`src/sekc_pkg.sv`:
```
package sekc_pkg;

  // Field widths of the data words.
  localparam int PIX_W  = 8;
  localparam int RESP_W = 11;
  localparam int IDX_W  = 9;

  // Configuration port and register layout.
  localparam int CFG_REG_W    = 11;
  localparam int CFG_DATA_W   = 32;
  localparam int CFG_ADDR_W   = 3;
  localparam int CFG_SIZE_RST = 11;
  localparam int SIZE_MIN     = 3;

  // Register index, taken from the word-aligned address bit.
  localparam logic REG_FRAME_WIDTH  = 1'b0;
  localparam logic REG_FRAME_HEIGHT = 1'b1;

  // Input word: one pixel in raster order.
  typedef struct packed {
    logic [PIX_W-1:0] pixel;
    logic             frame_start;
  } in_word_t;

  // Output word: one strided window response.
  typedef struct packed {
    logic signed [RESP_W-1:0] response;
    logic [IDX_W-1:0]         out_row;
    logic [IDX_W-1:0]         out_col;
    logic                     last_of_frame;
  } out_word_t;

  // Result decision for one pixel, computed from its frame position.
  typedef struct packed {
    logic             emit;
    logic             last_of_frame;
    logic [IDX_W-1:0] out_row;
    logic [IDX_W-1:0] out_col;
  } res_tag_t;

  // One line store entry: the row two above and the row just above.
  typedef struct packed {
    logic [PIX_W-1:0] upper;
    logic [PIX_W-1:0] middle;
  } line_pair_t;

endpackage

```
`src/sekc_window_calc.sv`:
```
module sekc_window_calc (
  input  logic                                 clk,
  input  logic                                 rst_n,
  input  logic                                 shift,
  input  logic [sekc_pkg::PIX_W-1:0]           top,
  input  logic [sekc_pkg::PIX_W-1:0]           mid,
  input  logic [sekc_pkg::PIX_W-1:0]           px,
  output logic signed [sekc_pkg::RESP_W-1:0]   sum
);

  // Two older window columns; the newest column arrives on the inputs.
  logic [sekc_pkg::PIX_W-1:0] t1_r, t2_r, m1_r, m2_r, b1_r, b2_r;
  logic [sekc_pkg::PIX_W+1:0] pos_sum, neg_sum;

  always_ff @(posedge clk) begin
    if (!rst_n) begin
      t1_r <= '0;
      t2_r <= '0;
      m1_r <= '0;
      m2_r <= '0;
      b1_r <= '0;
      b2_r <= '0;
    end else if (shift) begin
      t1_r <= t2_r;
      t2_r <= top;
      m1_r <= m2_r;
      m2_r <= mid;
      b1_r <= b2_r;
      b2_r <= px;
    end
  end

  // Combined kernel -1 1 1 / -1 0 1 / -1 -1 1 over the shifted window.
  assign pos_sum = 10'(t2_r) + 10'(top) + 10'(mid) + 10'(px);
  assign neg_sum = 10'(t1_r) + 10'(m1_r) + 10'(b1_r) + 10'(b2_r);
  assign sum = $signed({1'b0, pos_sum}) - $signed({1'b0, neg_sum});

endmodule

```
`config.mk`:
```
export PLATFORM = sky130hd
export DESIGN_NAME = sekc_window_calc
export DESIGN_NICKNAME = d
export VERILOG_FILES = /design/src/sekc_pkg.sv /design/src/sekc_window_calc.sv
export SDC_FILE = /design/constraint.sdc
export NUM_CORES = 1
export LEC_CHECK = 0
export ABC_AREA = 1
export BUFFER_PORTS_ARGS = -buffer_cell sky130_fd_sc_hd__buf_2
export CAP_MARGIN = 20
export CORE_MARGIN = 1
export CORE_UTILIZATION = 64
export CTS_CLUSTER_SIZE = 10
export DETAILED_ROUTE_END_ITERATION = 10
export HOLD_SLACK_MARGIN = 0.05
export PLACE_DENSITY = 0.89
export SYNTH_ARGS = -nofsm -noshare
export SYNTH_HDL_FRONTEND = slang
export SYNTH_SLANG_ARGS = --single-unit
```
`constraint.sdc`:
```
create_clock -name clk -period 8.1 [get_ports clk]
set_clock_uncertainty 0.1 [all_clocks]
set_input_delay 0 -clock clk [delete_from_list [all_inputs] [get_ports clk]]
set_output_delay 0 -clock clk [all_outputs]
set_load 0.03 [all_outputs]
```
# After elaboration in Yosys (flattened, before gate mapping)
# Index checks and enable logic that the tools add are counted.
# Widths: inputs -> output; s select.
[op_classes]
n_addsub = 7
[op_table]
columns = ["operator", "count"]
rows = [
  ["$add 10x8->10", 2],
  ["$add 9x8->10", 2],
  ["$add 8x8->9", 2],
  ["$sub 10x10->11", 1],
]
[word_totals]
out_inout_bits = 11
elab_cells = 13
in_bits = 27
register_bits = 48

# Longest topological paths before layout
[depth]
depth_word = 4
mapped_depth = 17
depth_no_buf = 17

# Least setup slack after synthesis
# Ideal clock, no wire load.
[synth_timing]
path_type = "register to output"
from = "reg m1_r[1] (netlist name)"
to = "out sum[9] (netlist name)"
t_arrival_ns = 3.653
required_time_ns = 8.000
path_buffers = 0
path_slack_ns = 4.347
stages_incl_launch_ff = 15
cell_sequence = "dfxtp_1 > inv_1 > fa_1 > fa_1 > fa_1 > inv_1 > fa_1 > inv_1 > ha_1 > fa_1 > nand2_1 > nand2_2 > nand3_1 > nand3_1 > nand2_1"
[synth_via]
elab_chain_cells = 4
[synth_rtl]
columns = ["item", "line_no", "rtl"]
rows = [
  ["start: declaration", "sekc_window_calc.sv:12", "logic [sekc_pkg::PIX_W-1:0] t1_r, t2_r, m1_r, m2_r, b1_r, b2_r;"],
  ["start signal: assignment", "sekc_window_calc.sv:26", "m1_r <= m2_r;"],
  ["$add 8x8->9", "sekc_window_calc.sv:35", "assign neg_sum = 10'(t1_r) + 10'(m1_r) + 10'(b1_r) + 10'(b2_r);"],
  ["$add 9x8->10", "sekc_window_calc.sv:35", ""],
  ["$add 10x8->10", "sekc_window_calc.sv:35", ""],
  ["$sub 10x10->11", "sekc_window_calc.sv:36", "assign sum = $signed({1'b0, pos_sum}) - $signed({1'b0, neg_sum});"],
  ["end: declaration", "sekc_window_calc.sv:8", "output logic signed [sekc_pkg::RESP_W-1:0] sum"],
]
# No other way between the ends.

# Worst setup path in the final report
# Same ends and word-level chain as after synthesis.

==> flow_summary.yaml <==
outcome:
  run_status: "completed"
floorplan:
  core_area_mm2: 0.005205
  io_pins: 38
  die_h_um: 76.11
  die_w_um: 76.11
  row_count: 26
  start_util_pct: 67.52
  die-area_mm2: 0.005792
timing:
  setup_viol: 0
  worst_slew_pin_slew_ns: 0.9852
  grt_setup_unrepaired: "false"
  max_slew_margin_pct: 34.32
  fin_crit_ns: 4.240
  slew_violations: 0
  max_clock_freq_mhz: 235.9
  finalHoldViolCount: 0
  fin_crit_sh_pct: 52.34
  setup_ws_ns: 3.860
  finalSetupTns_ns: 0
worst_setup_path:
  crit_fanout: 3
  start_kind: "flop"
  r2r_setup_slack_ns: 7.26
  worst_ep_arrival_time_ns: 4.14
  cp-end-kind: "primary output"
  r2r-end: "t1_r[7]"
  r2r_cells: 2
  timing.rr.start: "t2_r[7]"
  critPathKind: "flop to primary output"
  worstPathRequired_ns: 8.00
routing:
  antenna_left: 0
  drt_wl_total_um: 6706
  num_vias: 2630
  dr.pass1.iters: 5
  vias_per_cell: 5.019
  drc_errors: 0
  wl_per_cell_um: 12.80
  drtIter0Drc: 165
global_routing:
  grtUsageTotal_pct: 26.13
  grt_pass1_vias: 2822
  grt_max_degree: 54
  grt_antenna_before_repair: 0
  grt_pass1_wl_um: 12100
  globalRouteOverflowTotal: 0
synth:
  syn-mean-instance-area_um2: 8.787
  syn_nets: 487
  syn_area_mm2: 0.003515
  ys_ff_latch: 48
  ys.flop_type: "dfxtp_1"
  syn_inst: 400
  synth-edff-count: 0
  ys_types: 25
  ys_seq_area_share_pct: 27.34
  ys.warnings.count: 0
  synth-async-reset-ratio_pct: 0
layout:
  drive_gt1_share_pct: 16.96
  n_antenna_cell: 0
  layout_commonest_cell: "inv_1"
  design_area_mm2: 0.004008
  fin_util_pct: 77.00
  layout_common_cells: "inv_1, fa_1, dfxtp_1"
  areaGrowthSynthToFinish_pct: 14.03
  layout.nets: 540
pwr:
  power.density_mw_per_mm2: 427.9
  leakage_nw: 1.917
  ir_drop_mv: 0.5465
min_path:
  min_to: "m1_r[3]"
  min_from: "rst_n"
  worstHoldPathCells: 3
  hp-class: "input port to flop"
placed_design:
  io_buffers: 37
  place_area_mm2: 0.003652
  pre_cts_ws_ns: 4.197
  routabilityCongestion: 0.8356
  place.detailed.hpwl_um: 4799
clocking:
  clk_pin_slew_ns: 0.10
  clk_latency_ns: 0.31
  cts_tree: "built"
  cts_buffers: 5
  cts_resized: 0
  clock_sinks: 48
  cts_buffer_depth: 2
  clockRootBuffer: "clkbuf_8"
  htree_levels: 2
flow_run:
  maxCapViolations: 0
[worst max-delay path, cell delays in order (launching register included)]
cell,delay [ns]
dfxtp_1,0.32
inv_1,0.07
fa_1,0.50
fa_1,0.51
fa_1,0.54
inv_1,0.05
fa_1,0.53
inv_1,0.04
ha_1,0.23
fa_1,0.41
nand2_1,0.10
nand2_2,0.08
nand3_1,0.10
nand3_1,0.08
nand2_1,0.07
buf_2,0.19
[per-layer routing]
layer	track usage (%)	wire length, um
met1	29.98	2826
met2	50.18	3623
met3	5.150	178
met4	5.192	78
met5	0	0
[sequential cells by signal, summed over array words and instances, names as in the netlist]
| signal | cells |
|---|---|
| b1_r | 8 |
| b2_r | 8 |
| m1_r | 8 |
| m2_r | 8 |
| t1_r | 8 |
| t2_r | 8 |
[where the power goes]
part	total, W	leakage (nW)	internal (W)	switching, W
combinational	0.00127	1.46	0.000437	0.000835
clock	0.000181	0.0548	0.0000931	0.0000879
sequential	0.000261	0.398	0.000252	0.00000909
[repair_timing]
| item | 4_1_cts | 5_1_grt |
|---|---|---|
| hold endpoints to repair | 24 | 0 |
| hold buffers | 24 | 0 |
| buffers inserted | 0 | 0 |
[cell usage after synthesis, drive strengths merged, types with 2 or more instances]
| library cell | number | share of area (%) |
|---|---|---|
| or2 | 2 | 0.43 |
| inv | 103 | 11 |
| xnor2 | 2 | 0.50 |
| dfxtp | 48 | 27 |
| ha | 11 | 3.9 |
| nand2 | 40 | 4.4 |
| nor2 | 35 | 3.8 |
| o21ai | 48 | 8.1 |
| buf | 15 | 3.8 |
| a21oi | 37 | 6.7 |
| fa | 49 | 28 |
| nand3 | 7 | 1.3 |
[through the flow]
step | power (W) | std cells | hold slack (ns)
after floorplan | 0.001276 | 400 | 0.03491
after global placement | 0.001507 | 492 | 0.1640
after detailed placement | 0.001530 | 492 | 0.1816
after CTS | 0.001724 | 524 | 0.2312
after global routing | 0.001900 | 524 | 0.2674
final | 0.001715 | 524 | 0.2467
[worst max-delay path by stage]
stage / from / endpoint / depth (start not counted)
2_1_floorplan: m1_r[1] / sum[9] / 14
3_3_place_gp: m1_r[1] / sum[9] / 15
5_1_grt: m1_r[1] / sum[7] / 16
3_5_place_dp: m1_r[1] / sum[9] / 15
4_1_cts: m1_r[1] / sum[9] / 15
6_report: m1_r[1] / sum[9] / 15
[layout make-up]
class                      instances  area [um^2]
sequential                        48        960.9
clock buffer                       5        68.82
inverter                         103        391.6
tap                               70        87.58
multi-input combinational        234         2027
clock inverter                     3        46.29
timing repair buffer              61        425.4
fill                             364         1197
[cells by family after synthesis]
group	Yosys count	synth area share [%]
xor gates and xnor gates	3	0.7477
adders and majority gates	60	31.83
DFF	48	27.34
buffers and inverters	118	14.99
AOI/OAI and AO/OA	85	14.77
and+or+nand+nor	86	10.32
Power figures use the tool's default switching activity.
