### config.mk
export PLATFORM = sky130hd
export DESIGN_NAME = sekc_pos_ctrl
export DESIGN_NICKNAME = d
export VERILOG_FILES = /design/src/sekc_pkg.sv /design/src/sekc_pos_ctrl.sv
export SDC_FILE = /design/constraint.sdc
export NUM_CORES = 1
export LEC_CHECK = 0
export ABC_AREA = 1
export BUFFER_PORTS_ARGS = -buffer_cell sky130_fd_sc_hd__buf_2
export CAP_MARGIN = 20
export CORE_MARGIN = 1.5
export CORE_UTILIZATION = 59
export CTS_BUF_LIST = sky130_fd_sc_hd__clkbuf_8 sky130_fd_sc_hd__clkbuf_16
export DETAILED_ROUTE_END_ITERATION = 7
export GPL_TIMING_DRIVEN = 0
export PLACE_DENSITY = 0.83
export SYNTH_ARGS = -nofsm -noshare
export SYNTH_HDL_FRONTEND = slang
export SYNTH_SLANG_ARGS = --single-unit
export TNS_END_PERCENT = 10
### constraint.sdc
create_clock -name clk -period 3.3 [get_ports clk]
set_input_delay 0.33 -clock clk [delete_from_list [all_inputs] [get_ports clk]]
set_output_delay 0.33 -clock clk [all_outputs]
set_load 0.02 [all_outputs]
### src/sekc_pkg.sv
package sekc_pkg;

  // Field widths of the data words.
  localparam int PIX_W  = 8;
  localparam int RESP_W = 11;
  localparam int IDX_W  = 9;

  // Configuration port and register layout.
  localparam int CFG_REG_W    = 11;
  localparam int CFG_DATA_W   = 32;
  localparam int CFG_ADDR_W   = 3;
  localparam int CFG_SIZE_RST = 11;
  localparam int SIZE_MIN     = 3;

  // Register index, taken from the word-aligned address bit.
  localparam logic REG_FRAME_WIDTH  = 1'b0;
  localparam logic REG_FRAME_HEIGHT = 1'b1;

  // Input word: one pixel in raster order.
  typedef struct packed {
    logic [PIX_W-1:0] pixel;
    logic             frame_start;
  } in_word_t;

  // Output word: one strided window response.
  typedef struct packed {
    logic signed [RESP_W-1:0] response;
    logic [IDX_W-1:0]         out_row;
    logic [IDX_W-1:0]         out_col;
    logic                     last_of_frame;
  } out_word_t;

  // Result decision for one pixel, computed from its frame position.
  typedef struct packed {
    logic             emit;
    logic             last_of_frame;
    logic [IDX_W-1:0] out_row;
    logic [IDX_W-1:0] out_col;
  } res_tag_t;

  // One line store entry: the row two above and the row just above.
  typedef struct packed {
    logic [PIX_W-1:0] upper;
    logic [PIX_W-1:0] middle;
  } line_pair_t;

endpackage

### src/sekc_pos_ctrl.sv
module sekc_pos_ctrl #(
  parameter int MAX_WIDTH  = 1024,
  parameter int MAX_HEIGHT = 1024,
  localparam int COL_W = $clog2(MAX_WIDTH),
  localparam int ROW_W = $clog2(MAX_HEIGHT),
  localparam int WSZ_W = $clog2(MAX_WIDTH + 1),
  localparam int HSZ_W = $clog2(MAX_HEIGHT + 1)
) (
  input  logic                clk,
  input  logic                rst_n,
  input  logic                advance,
  input  logic                frame_start,
  input  logic [WSZ_W-1:0]    w_use,
  input  logic [HSZ_W-1:0]    h_use,
  output logic [COL_W-1:0]    col_cur,
  output sekc_pkg::res_tag_t  tag
);

  logic [COL_W-1:0] col_r, col_nxt;
  logic [ROW_W-1:0] row_r, row_nxt;
  logic [ROW_W-1:0] row_cur;
  logic [WSZ_W-1:0] col_ext, col_inc, last_c, w_m1;
  logic [HSZ_W-1:0] row_ext, row_inc, last_r, h_m1;
  logic [COL_W-1:0] col_m2;
  logic [ROW_W-1:0] row_m2;
  logic             wrap_col, wrap_row;

  // A frame start pulls the position back to the origin.
  assign col_cur = frame_start ? '0 : col_r;
  assign row_cur = frame_start ? '0 : row_r;
  assign col_ext = WSZ_W'(col_cur);
  assign row_ext = HSZ_W'(row_cur);
  assign col_inc = col_ext + WSZ_W'(1);
  assign row_inc = row_ext + HSZ_W'(1);
  assign wrap_col = (col_inc >= w_use);
  assign wrap_row = (row_inc >= h_use);

  // Raster position update.
  always_comb begin
    col_nxt = col_r;
    row_nxt = row_r;
    if (advance) begin
      if (wrap_col) begin
        col_nxt = '0;
        row_nxt = wrap_row ? '0 : ROW_W'(row_inc);
      end else begin
        col_nxt = COL_W'(col_inc);
        row_nxt = row_cur;
      end
    end
  end

  always_ff @(posedge clk) begin
    if (!rst_n) begin
      col_r <= '0;
      row_r <= '0;
    end else begin
      col_r <= col_nxt;
      row_r <= row_nxt;
    end
  end

  // Last even row and column inside the frame.
  assign w_m1   = w_use - WSZ_W'(1);
  assign h_m1   = h_use - HSZ_W'(1);
  assign last_c = {w_m1[WSZ_W-1:1], 1'b0};
  assign last_r = {h_m1[HSZ_W-1:1], 1'b0};
  assign col_m2 = col_cur - COL_W'(2);
  assign row_m2 = row_cur - ROW_W'(2);

  // A window is complete on even row and column, two or more into the frame.
  always_comb begin
    tag.emit = (row_ext >= HSZ_W'(2)) && (col_ext >= WSZ_W'(2)) &&
               (row_ext < h_use) && (col_ext < w_use) &&
               !row_cur[0] && !col_cur[0];
    tag.last_of_frame = (row_ext == last_r) && (col_ext == last_c);
    tag.out_row = sekc_pkg::IDX_W'(row_m2 >> 1);
    tag.out_col = sekc_pkg::IDX_W'(col_m2 >> 1);
  end

endmodule

Word level (Yosys, flattened, before mapping) --
Cells that the tools add are included.
Storage, ports and cells: register bits after elaboration 20, input port bits 26, output and inout port bits 30
Cells by class: add/subtract/negate cells 6, $lt $le $gt $ge 6, equality and inequality tests 2, multiplexer cells 5, reduce and logical (&&, ||, !) cells 8
Operators by type and width (number):
- two-way mux 10 bit | 5
- adder 10 x 1 -> 11 bit (second input constant) | 2
- equality test 10 x 11 -> 1 bit | 2
- greater-or-equal comparator 11 bit | 2
- < comparator 10 x 11 -> 1 bit | 2
- subtractor 11 x 1 -> 11 bit (second input constant) | 2
- greater-or-equal comparator 10 x 2 -> 1 bit (second input constant) | 2
- subtractor 10 x 2 -> 10 bit (second input constant) | 2
- logical AND 1 bit | 6
- zero test 1 bit | 2

Longest topological paths before layout --
word-level depth 7, gate-level depth with buffers 22, depth with buffers taken out 21

Worst setup path after synthesis --
OpenSTA, ideal clock, no wires.
kind input -> register, start in frame_start, end reg row_r[0], library setup time 70 ps, arrival time 2955 ps, required time 3230 ps, slack 275 ps, stages 19, path buffers 2, cell sequence buf_6 -> nor2_1 -> ha_1 -> nand3_1 -> nor2_1 -> nand4_1 -> nand2_1 -> inv_2 -> ha_1 -> nand2_1 -> nand2_1 -> nand2_1 -> nand2_1 -> nor2_1 -> nand3_1 -> buf_2 -> a21oi_1 -> nand2_1 -> a21oi_1
RTL lines:
- from (decl) | line sekc_pos_ctrl.sv:12 | input logic frame_start,
- two-way mux 10 bit | line sekc_pos_ctrl.sv:29 | assign col_cur = frame_start ? '0 : col_r;
- named net col_cur[0] | line sekc_pos_ctrl.sv:15 | output logic [COL_W-1:0] col_cur,
- adder 10 x 1 -> 11 bit | line sekc_pos_ctrl.sv:33 | assign col_inc = col_ext + WSZ_W'(1);
- greater-or-equal comparator 11 bit | line sekc_pos_ctrl.sv:35 | assign wrap_col = (col_inc >= w_use);
- two-way mux 10 bit | line sekc_pos_ctrl.sv:43 | if (wrap_col) begin
- to (signal assigned) | line sekc_pos_ctrl.sv:59 | row_r <= row_nxt;
- to (decl) | line sekc_pos_ctrl.sv:20 | logic [ROW_W-1:0] row_r, row_nxt;
The timed path passes the listed nets, and every way through them passes these cells. A chain may end at the register's enable or synchronous reset.

Worst setup path in the final report --
start reg col_r[0], end reg col_r[9]
Between the ends: word-level cells in the longest chain between the ends 4
Ends and longest elaborated chain:
- from (decl) | line sekc_pos_ctrl.sv:19 | logic [COL_W-1:0] col_r, col_nxt;
- from (signal assigned) | line sekc_pos_ctrl.sv:58 | col_r <= col_nxt;
- two-way mux 10 bit (*) | line sekc_pos_ctrl.sv:29
- adder 10 x 1 -> 11 bit (*) | line sekc_pos_ctrl.sv:33
- greater-or-equal comparator 11 bit | line sekc_pos_ctrl.sv:35
- two-way mux 10 bit (*) | line sekc_pos_ctrl.sv:43
Mark *: on every way between the ends. The rest lies on a longest branch, timed or not.

==> run metrics <==
outcome=complete, no violations; clock buffer depth=2; P_leak=approximately 2.1 nW; Root Driver=clkbuf_8; worst-path cell chain=inv_1, nor2_2, ha_1, nand3_1, nor2_2, nand4_1, nand2_1, inv_2, ha_1, nand2_1, nand2_1, nand2_1, nand2_1, nor2_1, nand3_1, nor2_2, nand2_1, a21oi_1; worst path bufs/invs=2; PortBufs=55; Max Transition Viols Final=0; Final min period=3.12 ns; postcts setup bufs=0; mapped cell area=0.00343 mm2; via/cell ratio=5.68; Cells after DPL=723; setup TNS=0 ns; Die Wd=79.3 um; clock skew=just under 0.009 ns; maxcap violations=0; CTS tree=done; area of the die=roughly 0.0063 mm2; Placed Area=~0.0038 mm2; core box area=0.00557 mm2; FILL cells=542; drt first pass iters=5; clk sink count=20; most frequent cells in the layout=nand2_1, inv_1, nor2_1, buf_2, nand3_1; Slew HR=0.714; crit-path leading delay family=simple AND/OR/NAND/NOR gates; antenna violations before repair=0; gpl congestion=1.03; Syn Area/Cell=5.76 um2; most common cell after layout, fill and taps aside=nand2_1; DP Wirelength=8.42 mm; clk_lat worst skew=around 0.27 ns; H-tree levels=1; register area share after synthesis=0.117; Area growth, synth to finish=12.5%; Fmax=321 MHz; share of cells above drive strength 1=0.160; VDD IR max=0.256 mV; total power=0.633 mW; Worst setup EP type=flip-flop; DR iter-0 viols=422; Antenna Nets Post-Route=0; crit path max fanout=10; final design area excluding fillers=around 0.0039 mm2; kind of critical path=flip-flop to flip-flop; Rows=27; first-pass GRT wire length=16.6 mm; I/O pin total=56; final worst slack=0.183 ns; Startpoint Class=flip-flop; routed vias=between 4k and 5k; Synthesized Nets=668; Worst path depth=18; Die Y=79.3 um; Yosys reg bits=20; most used cell, CP=nand2_1; WHS=0.331 ns; post-synth cell types=32; Synth warnings=0; R2R depth=18; RSZ-0062 raised after global routing=yes; Hold Crit Depth=3; Avg WL per Cell=roughly 14 um; Final Routed Wirelength=between 10 and 15 mm; ant diodes=0; Initial Util=0.616; DRC=0; final core utilization=0.693; area occupied by registers=approximately 400 um2; fin cells=727; crit-path max cell delay=roughly 0.4 ns; slowest CP cell=dfxtp_1; GR Overflow Total=0; final setup vio count=0; Post-CTS Hold Buffers=0; clk slew on worst S/H paths=0.08 ns; gate count after technology mapping=around 600; Total Nets Final=728; Power Dens Cells=164 mW/mm2; pin count of the biggest net entering global routing=12; Fin. Hold Viols=0; crit share post-route=0.945; Worst-Margin Slew=0.427 ns; Critical Path AT=3.31 ns; pre-CTS setup slack=-0.0793 ns; vias in the first global route=around 3.6k; GR Util All Layers=0.332; Hold WC Path Type=input port to flip-flop; CTS buffer count=3; Worst Path Required=3.49 ns; Multi-input gate area=roughly 0.0027 mm2
==> final timing paths <==
kind	startpoint	endpoint	slack (ns)
worst max-delay path	col_r[0]	col_r[9]	0.18
worst min-delay path	rst_n	row_r[9]	0.33
worst max register to register	col_r[0]	col_r[9]	0.18
worst min register to register	col_r[8]	col_r[8]	0.47
==> sequential cells by signal, summed over array words and instances, names as in the netlist <==
signal	count
row_r	10
col_r	10
==> area by class of cell <==
cell class              count  share of cell area
well taps                  72              0.0233
inverters                  87              0.0849
flip-flops and latches     20               0.104
repair buffers             55              0.0713
multi-input cells         481               0.690
clock buffers               4              0.0143
plain buffers               8              0.0126
==> cells in the mapped netlist (all sizes together) <==
master | instances | area share
a21oi | 34 | 0.051
nand4 | 23 | 0.042
xor2 | 21 | 0.054
nand2 | 196 | 0.22
a21o | 1 | 0.0022
inv | 85 | 0.093
clkbuf | 2 | 0.0022
and3 | 2 | 0.0036
nor2 | 79 | 0.10
o21bai | 2 | 0.0044
ha | 46 | 0.17
o21ai | 14 | 0.020
clkinv | 2 | 0.0025
dfxtp | 20 | 0.12
nand3 | 49 | 0.074
nor3 | 8 | 0.015
nand3b | 2 | 0.0044
nor4 | 1 | 0.0018
a21boi | 1 | 0.0022
xnor2 | 2 | 0.0051
buf | 6 | 0.012
==> where the power goes <==
part / switching (mW) / internal, mW
registers: 0.00234 / 0.243
clock network: 0.0870 / 0.106
logic: 0.131 / 0.0627
total: 0.221 / 0.412
==> layer usage <==
layer / global-route usage / up-vias / routed length [um] / share of wire
met5: 0 / - / 0 / 0
met4: 0.0667 / 0 / 175 / 0.017
met3: 0.0149 / 26 / 934 / 0.091
met2: 0.546 / 214 / 4520 / 0.44
met1: 0.480 / 1850 / 4650 / 0.45
li1: - / 2038 / - / -
==> worst min-delay path, delay by kind of cell <==
| family | cells | cell delay [ns] |
|---|---|---|
| compound gates | 2 | 0.13 |
| buf+inv | 1 | 0.10 |
==> cells by family after synthesis <==
family | after synthesis | synth area share
and+or+nand+nor | 360 | 0.468
adders and majority gates | 46 | 0.168
DFF | 20 | 0.117
AOI/OAI and AO/OA | 52 | 0.0798
buffers and inverters | 95 | 0.110
xor gates and xnor gates | 23 | 0.0587
==> what timing repair did <==
action,in CTS,in global routing
setup endpoints to repair,0,20
endpoints found under the hold margin,0,0
resized for setup,0,3
No activity file was read; power rests on OpenSTA's default activity.
